<file path="src/design/phc_pkg.sv">
// shared types, constants and decode helpers for the program header checker
`default_nettype none

package phc_pkg;

  localparam int unsigned ADDR_W = 64;
  localparam int unsigned QUEUE_DEPTH = 2;

  localparam logic [31:0] SEG_LOAD   = 32'd1;
  localparam logic [31:0] SEG_INTERP = 32'd3;
  localparam logic [31:0] SEG_PHDR   = 32'd6;

  localparam logic [1:0] CFG_CLASS_IS_64 = 2'd0;
  localparam logic [1:0] CFG_BIG_ENDIAN  = 2'd1;
  localparam logic [1:0] CFG_PAGE_SHIFT  = 2'd2;

  typedef struct packed {
    logic [31:0]       seg_type;
    logic [ADDR_W-1:0] seg_align;
    logic [ADDR_W-1:0] seg_vaddr;
    logic [ADDR_W-1:0] seg_offset;
    logic              last_entry;
  } phc_in_t;

  typedef struct packed {
    logic [1:0] warning_count;
    logic       table_error;
    logic       table_done;
  } phc_out_t;

  // work handed from front to back
  typedef struct packed {
    logic [ADDR_W-1:0] diff;
    logic [ADDR_W-1:0] align;
    logic [1:0]        warns;
    logic              need_mod;
    logic              err;
    logic              last;
  } phc_job_t;

  typedef struct packed {
    logic       class_is_64;
    logic       big_endian;
    logic [4:0] page_shift;
  } phc_cfg_t;

  function automatic logic [31:0] swap32(input logic [31:0] v);
    return {v[7:0], v[15:8], v[23:16], v[31:24]};
  endfunction

  function automatic logic [63:0] swap64(input logic [63:0] v);
    return {swap32(v[31:0]), swap32(v[63:32])};
  endfunction

  function automatic logic [63:0] decode(input logic [63:0] raw, input logic c64,
                                         input logic be);
    logic [63:0] res;
    if (c64) begin
      res = be ? swap64(raw) : raw;
    end else begin
      res = {32'd0, (be ? swap32(raw[31:0]) : raw[31:0])};
    end
    return res;
  endfunction

endpackage

`default_nettype wire

</file>
<file path="src/design/phc_front.sv">
// front end: decodes entries, tracks table flags, raises cheap warnings
`default_nettype none

module phc_front
  import phc_pkg::*;
(
  input  wire logic     clk,
  input  wire logic     rst_n,
  input  wire phc_cfg_t cfg,
  input  wire logic     in_valid,
  output logic          in_ready,
  input  wire phc_in_t  in_data,
  output logic          job_valid,
  input  wire logic     job_ready,
  output phc_job_t      job
);

  logic load_seen_r, header_seen_r, interp_seen_r, failed_r;
  logic load_seen_nxt, header_seen_nxt, interp_seen_nxt, failed_nxt;

  logic [31:0] seg_type;
  logic [63:0] align, vaddr, offset, pmask, v_minus_o, o_minus_v;
  logic        is_load, is_phdr, is_interp, bad, align_gt1, accept;
  logic [1:0]  warns;

  assign in_ready  = job_ready;
  assign job_valid = in_valid;
  assign accept    = in_valid && job_ready;

  always_comb begin
    seg_type  = cfg.big_endian ? swap32(in_data.seg_type) : in_data.seg_type;
    align     = decode(in_data.seg_align, cfg.class_is_64, cfg.big_endian);
    vaddr     = decode(in_data.seg_vaddr, cfg.class_is_64, cfg.big_endian);
    offset    = decode(in_data.seg_offset, cfg.class_is_64, cfg.big_endian);
    pmask     = (64'd1 << cfg.page_shift) - 64'd1;
    is_load   = (seg_type == SEG_LOAD);
    is_phdr   = (seg_type == SEG_PHDR);
    is_interp = (seg_type == SEG_INTERP);
    align_gt1 = (align > 64'd1);
    bad       = (is_phdr && (header_seen_r || load_seen_r)) ||
                (is_interp && (interp_seen_r || load_seen_r));
    v_minus_o = vaddr - offset;
    o_minus_v = offset - vaddr;

    warns = 2'd0;
    if (is_load && align_gt1 && ((vaddr & pmask) != (offset & pmask))) begin
      warns = 2'd1;
    end
    if (align_gt1 && ((align & (align - 64'd1)) != 64'd0)) begin
      warns = warns + 2'd1;
    end

    job.diff     = (vaddr >= offset) ? v_minus_o : o_minus_v;
    job.align    = align;
    job.last     = in_data.last_entry;
    job.err      = failed_r || bad;
    job.need_mod = !failed_r && !bad && align_gt1;
    job.warns    = (failed_r || bad) ? 2'd0 : warns;

    load_seen_nxt   = load_seen_r;
    header_seen_nxt = header_seen_r;
    interp_seen_nxt = interp_seen_r;
    failed_nxt      = failed_r;
    if (!failed_r) begin
      load_seen_nxt   = load_seen_r || is_load;
      header_seen_nxt = header_seen_r || is_phdr;
      interp_seen_nxt = interp_seen_r || is_interp;
      failed_nxt      = bad;
    end
    if (in_data.last_entry) begin
      load_seen_nxt   = 1'b0;
      header_seen_nxt = 1'b0;
      interp_seen_nxt = 1'b0;
      failed_nxt      = 1'b0;
    end
  end

  always_ff @(posedge clk) begin
    if (!rst_n) begin
      load_seen_r   <= 1'b0;
      header_seen_r <= 1'b0;
      interp_seen_r <= 1'b0;
      failed_r      <= 1'b0;
    end else if (accept) begin
      load_seen_r   <= load_seen_nxt;
      header_seen_r <= header_seen_nxt;
      interp_seen_r <= interp_seen_nxt;
      failed_r      <= failed_nxt;
    end
  end

endmodule

`default_nettype wire

</file>
<file path="config.mk">
export PLATFORM = sky130hd
export DESIGN_NAME = phc_front
export DESIGN_NICKNAME = d
export VERILOG_FILES = /design/src/design/phc_pkg.sv /design/src/design/phc_front.sv
export SDC_FILE = /design/constraint.sdc
export NUM_CORES = 1
export LEC_CHECK = 0
export BUFFER_PORTS_ARGS = -buffer_cell sky130_fd_sc_hd__buf_4
export CAP_MARGIN = 10
export CORE_ASPECT_RATIO = 1.75
export CORE_UTILIZATION = 40
export DETAILED_ROUTE_END_ITERATION = 8
export GPL_TIMING_DRIVEN = 0
export PLACE_DENSITY_LB_ADDON = 0.05
export SYNTH_ARGS = -nofsm -noshare
export SYNTH_HDL_FRONTEND = slang
export SYNTH_SLANG_ARGS = --single-unit
</file>
<file path="constraint.sdc">
create_clock -name clk -period 5.3 [get_ports clk]
set_input_delay 0.265 -clock clk [delete_from_list [all_inputs] [get_ports clk]]
set_output_delay 0.265 -clock clk [all_outputs]
set_load 0.005 [all_outputs]
</file>
==> results of run 1 <==
[cells by family after synthesis]
family / Yosys count / synth area share [%]
compound gates: 782 / 33.0
simple gates: 742 / 23.7
buf+inv: 326 / 9.29
mux: 210 / 15.5
fa+ha+maj: 136 / 12.0
xor+xnor: 97 / 5.97
flops: 4 / 0.563
[synth_stat cells (all sizes together), types with 21 or more instances]
library cell | number | area share, %
a211oi | 24 | 1.3
a21o | 37 | 2.0
a21oi | 290 | 10
buf | 62 | 2.3
clkbuf | 76 | 2.0
ha | 130 | 11
inv | 188 | 5.0
mux2 | 80 | 6.3
mux2i | 130 | 9.1
nand2 | 277 | 7.3
nand3 | 29 | 1.1
nand4 | 48 | 2.2
nor2 | 228 | 6.0
nor3 | 48 | 1.8
nor4 | 26 | 1.4
o211ai | 21 | 1.1
o21ai | 215 | 7.6
o21bai | 49 | 2.6
xnor2 | 69 | 4.2
xor2 | 28 | 1.7
[stage by stage]
step | cells | TNS (ps)
floorplan | 2297 | 0
global placement | 3126 | -149140
detailed placement | 3129 | -147160
CTS | 3135 | 0
[routing by layer]
| metal | GRT overflow | track usage, % |
|---|---|---|
| met2 | 3 | 84.0 |
| met5 | 0 | 2.56 |
| met1 | 0 | 55.9 |
| met4 | 3 | 62.4 |
| met3 | 0 | 28.8 |
[timing repair]
action,CTS
resized for setup,239
setup buffers,36
pin swaps,21
setup endpoints to repair,63
==> Flow_metrics.wiki, run 1 <==
{| class="wikitable"
! Metric !! Value
|-
| Result of the run || did not finish
|-
| Fail Step || 5_1_grt
|-
| Error that stopped the run || [ERROR GRT-0116] Global routing finished with congestion. Check the congestion regions in the DRC Viewer.
|-
| Buffer type at the clock tree root || clkbuf_16
|-
| Number of enable flip-flop cells after synthesis || 0
|-
| Synth Warn # || 0
|-
| Number of buffers added by the clock tree synthesis step || 3
|-
| IO Count || 371
|-
| Total of hold buffers inserted after clock tree synthesis || 0
|-
| Global-route congestion overflow total || 6
|-
| Global-route usage over all layers || 57.7%
|-
| Pin count of the biggest net entering global routing || 20
|-
| Register bit count reported by yosys || 4
|-
| Clk buf depth || 2
|-
| Area of placed instances || 17600 µm²
|-
| Via count of the first global-routing pass || 21700
|-
| Async set-reset flop share out of synthesis || 0%
|-
| Clock net sink count || 4
|-
| CTS H-tree lvls || 1
|-
| Netlist area before placement || between 10000 and 15000 µm²
|-
| Number of placement rows || 91
|-
| Effective utilization at floorplan || 40.5%
|-
| Ys flop type || dfxtp_1
|-
| Floorplan die height || 252 µm
|-
| RePlAce Congestion || 1.10
|-
| Number of unique standard cell types used by synthesis || 82
|-
| IO Port Bufs || 364
|-
| Setup slack at placement || -2950 ps
|-
| Share of the yosys chip area belonging to registers || less than 1%
|-
| Cell count after synthesis || 2297
|-
| Post-detail-place hpwl || 80500 µm
|-
| Die Width || 145 µm
|-
| Wire length of the first global-routing pass || 150000 µm
|-
| Synthesized Nets || 2665
|-
| Synthesized area per cell || 6.20 µm²
|}
==> run 2, diff against run 1 <==
CORE_ASPECT_RATIO = not set   (was 1.75)
CORE_UTILIZATION = 25   (was 40)
PLACE_DENSITY_LB_ADDON = 0.15   (was 0.05)
clock period = 6.9 ns   (was 5.3 ns; I/O delays follow)
==> run 2 against run 1 <==
  * The run now ends clean
  * Synthesized cell count did not move
  * Synthesized area did not move
==> Flow_metrics.wiki, run 2 <==
{| class="wikitable"
! Metric !! Value
|-
| Relative area change from synthesis to final layout || 28.7%
|-
| Largest voltage drop on the vdd net || 139 µV
|-
| CTS tree || done
|-
| Pin count of the biggest net entering global routing || 20
|-
| Total of hold buffers inserted after clock tree synthesis || 0 (unchanged)
|-
| CTS H-tree lvls || 1 (unchanged)
|-
| Die outline area || between 50000 and 60000 µm²
|-
| Leak Pwr || approximately 8.5 nW
|-
| Number of buffers added by the clock tree synthesis step || 3 (unchanged)
|-
| Synth Warn # || 0 (unchanged)
|-
| Cell with the most instances after synthesis || a21oi_1
|-
| Async set-reset flop share out of synthesis || 0% (unchanged)
|-
| Final cell area excluding filler cells || 18300 µm²
|-
| CP Data Arrival Time || 6550 ps
|-
| Critical Path Sink Type || output port
|-
| IO Count || 371 (unchanged)
|-
| Clock edge transition at the registers on the reported setup and hold paths || 30 ps
|-
| Share of post-route cells with drive strength above 1 || 22.0%
|-
| Floorplan die height || 241 µm (-4.3%)
|-
| Area of placed instances || 18000 µm² (+2.0%)
|-
| Effective utilization at floorplan || 25.3% (-15 points)
|-
| Min-Delay Path Class || input port to register
|-
| Global-route congestion overflow total || 0
|-
| Routed wire length per instance || 28.6 µm
|-
| Wire length of the first global-routing pass || 136000 µm
|-
| Worst rel slew slack || 6.03%
|-
| Leading cell types in the layout, fill and taps excluded || buf_4 (399), a21oi_1 (281), nand2_1 (276)
|-
| Multiplexer area fraction after synthesis || 15.5% (unchanged)
|-
| Area fraction in and, or, nand and nor cells after synthesis || 23.7% (unchanged)
|-
| Critical Path RT || 6550 ps
|-
| Final max-slew violation count || 0
|-
| Area inside the core boundary || 56300 µm²
|-
| Worst skew pair latency || 220 ps
|-
| IO Port Bufs || 364 (unchanged)
|-
| Cell type with the highest aggregate area in the netlist || ha_1
|-
| Cell count after synthesis || 2297 (unchanged)
|-
| CP startpoint kind || input port
|-
| Worst Tran Pin Value || 1390 ps
|-
| Start point of the critical path || cfg[5]
|-
| Ranking of synthesized cells by area || ha_1 (11%), a21oi_1 (10%), mux2i_1 (9.1%), o21ai_0 (7.5%), nand2_1 (7.3%)
|-
| Worst Setup Slack, final || between 5 and 6 ps
|-
| Buffer type at the clock tree root || clkbuf_16
|-
| Worst Min Path Start || rst_n
|-
| Synthesized-area fraction occupied by ao, oa, aoi and oai cells || 33.0% (unchanged)
|-
| Synthesized area per cell || 6.20 µm² (unchanged)
|-
| Global-route usage over all layers || 32.6%
|-
| Result of the run || completed
|-
| Number of iterations in the first detailed-routing pass || 6
|-
| Netlist area before placement || 14200 µm² (unchanged)
|-
| Final Routed Wirelength || between 90000 and 100000 µm
|-
| Drc violations || 0
|-
| Setup CP Type || input port to output port
|-
| Fraction of synthesized cell area in xor and xnor cells || 5.97% (unchanged)
|-
| Final period utilization || 99.9%
|-
| DRC violation total after the first TritonRoute iteration || 2262
|-
| Die Width || 241 µm (+66%)
|-
| Number of antenna violations at the first check in global routing || 6
|-
| Crit path max fanout || 17
|-
| Max-cap violation count || 0
|-
| Mean number of vias per cell || just under 6
|-
| Clock Skews || 0.313 ps
|-
| Minimum clock period || approximately 6900 ps
|-
| Via count of the first global-routing pass || 19100
|-
| Area share of fa/ha/maj cells after synthesis || 12.0% (unchanged)
|-
| Number of enable flip-flop cells after synthesis || 0 (unchanged)
|-
| Number of unique standard cell types used by synthesis || 82 (unchanged)
|-
| Most common cell after layout, fill and taps aside || buf_4
|-
| Largest family of logic cells by synthesized area || compound AO/OA/AOI/OAI gates
|-
| Number of antenna-violating nets in the routed design || 0
|-
| Number of hold violations in the final report || 0
|-
| Ys flop type || dfxtp_1
|-
| Share of the yosys chip area belonging to registers || 0.563% (unchanged)
|-
| Final #Nets || 3030
|-
| Setup slack at placement || -2670 ps (+282 ps)
|-
| Clock net sink count || 4 (unchanged)
|-
| Total of endpoints with negative setup slack in the final report || 0
|-
| Clk buf depth || 2 (unchanged)
|-
| Reg-to-reg setup timing slack || 5850 ps
|-
| Achievable clock frequency || about 0.15 GHz
|-
| FF-to-FF Start || header_seen_r
|-
| RePlAce Congestion || 0.994 (-9.8%)
|-
| Most used standard cells in the synthesized netlist || a21oi_1 (289), nand2_1 (276), nor2_1 (227), o21ai_0 (214), inv_1 (188)
|-
| Area fraction of the dominant cell type after synthesis || 11.4% (unchanged)
|-
| Synthesized Nets || 2665 (unchanged)
|-
| Worst hold-check slack || 349 ps
|-
| Number of placement rows || 87 (-4.4%)
|-
| Total power after layout || 2.70 mW
|-
| Unrepaired setup endpoints after global routing || no
|-
| Total number of vias || 19900
|-
| Register bit count reported by yosys || 4 (unchanged)
|-
| Post-detail-place hpwl || 84400 µm (+4.8%)
|-
| Areal power density over the cells || 147 nW/µm²
|}
## run 2: cell counts after synthesis
Identical to the previous run, type by type.
## run 2: area by class of cell
cell class,count,area [µm²]
antenna,6,15.0
buffer,118,654
clock buffer,3,75.1
fill,6343,38000
inverter,188,706
multi-input combinational,1967,13000
sequential,4,80.1
tap,756,946
timing repair buffer,380,2870
## run 2: power breakdown
part | internal, mW | switching (mW) | leakage [nW] | total [mW]
logic | 0.983 | 1.60 | 8.43 | 2.58
clock network | 0.0741 | 0.0169 | 0.0370 | 0.0909
registers | 0.0233 | 0.000000000000917 | 0.0322 | 0.0233
## run 2: final timing paths
| kind | end | cells past startpoint |
|---|---|---|
| setup / recovery | job[116] | 19 |
| hold / removal | failed_r | 2 |
| setup reg to reg | failed_r | 4 |
| hold reg to reg | load_seen_r | 2 |
## run 2: metrics by stage
stage	TNS, ps	util (%)	std cells
5_1_grt	0	32.6	3421
4_1_cts	0	32.4	3421
3_3_place_gp	-125910	31.8	3417
3_5_place_dp	-124210	31.9	3422
2_1_floorplan	0	-	2297
6_report	0	32.6	3422
## run 2: routing by layer
| metal | global-route usage [%] | wire length (µm) | vias up |
|---|---|---|---|
| li1 | - | - | 8971 |
| met1 | 43.3 | 41900 | 9606 |
| met2 | 52.9 | 43300 | 1196 |
| met3 | 5.81 | 9090 | 160 |
| met4 | 10.4 | 3500 | 0 |
| met5 | 0 | 0 | - |
## run 2: worst max-delay path, cell delays in order
cell and delay, ps:
buf_4 200, buf_4 240, buf_4 240, buf_2 280
buf_4 320, buf_2 340, o21ai_0 560, ha_1 520
clkbuf_1 340, nand4_1 240, or4_1 700, a21oi_4 370
or3_4 240, buf_2 300, buf_4 340, a21oi_1 180
a31oi_2 350, xnor2_1 220, buf_4 170
## run 2: kinds of logic (layout without fill, tap and decap cells)
| kind of cell | after synthesis | after routing |
|---|---|---|
| xor gates and xnor gates | 97 | 97 |
| muxes | 210 | 210 |
| buffers and inverters | 326 | 689 |
| other | 0 | 6 |
| DFF | 4 | 4 |
| adders and majority gates | 136 | 136 |
| and+or+nand+nor | 742 | 742 |
| AOI/OAI and AO/OA | 782 | 782 |
## run 2: what timing repair did
| action | 4_1_cts | 5_1_grt |
|---|---|---|
| setup endpoints to repair | 63 | 49 |
| buffers inserted | 6 | 4 |
| resized for setup | 86 | 22 |
| pin swaps | 4 | 4 |
(Power assumes the default switching activity.)
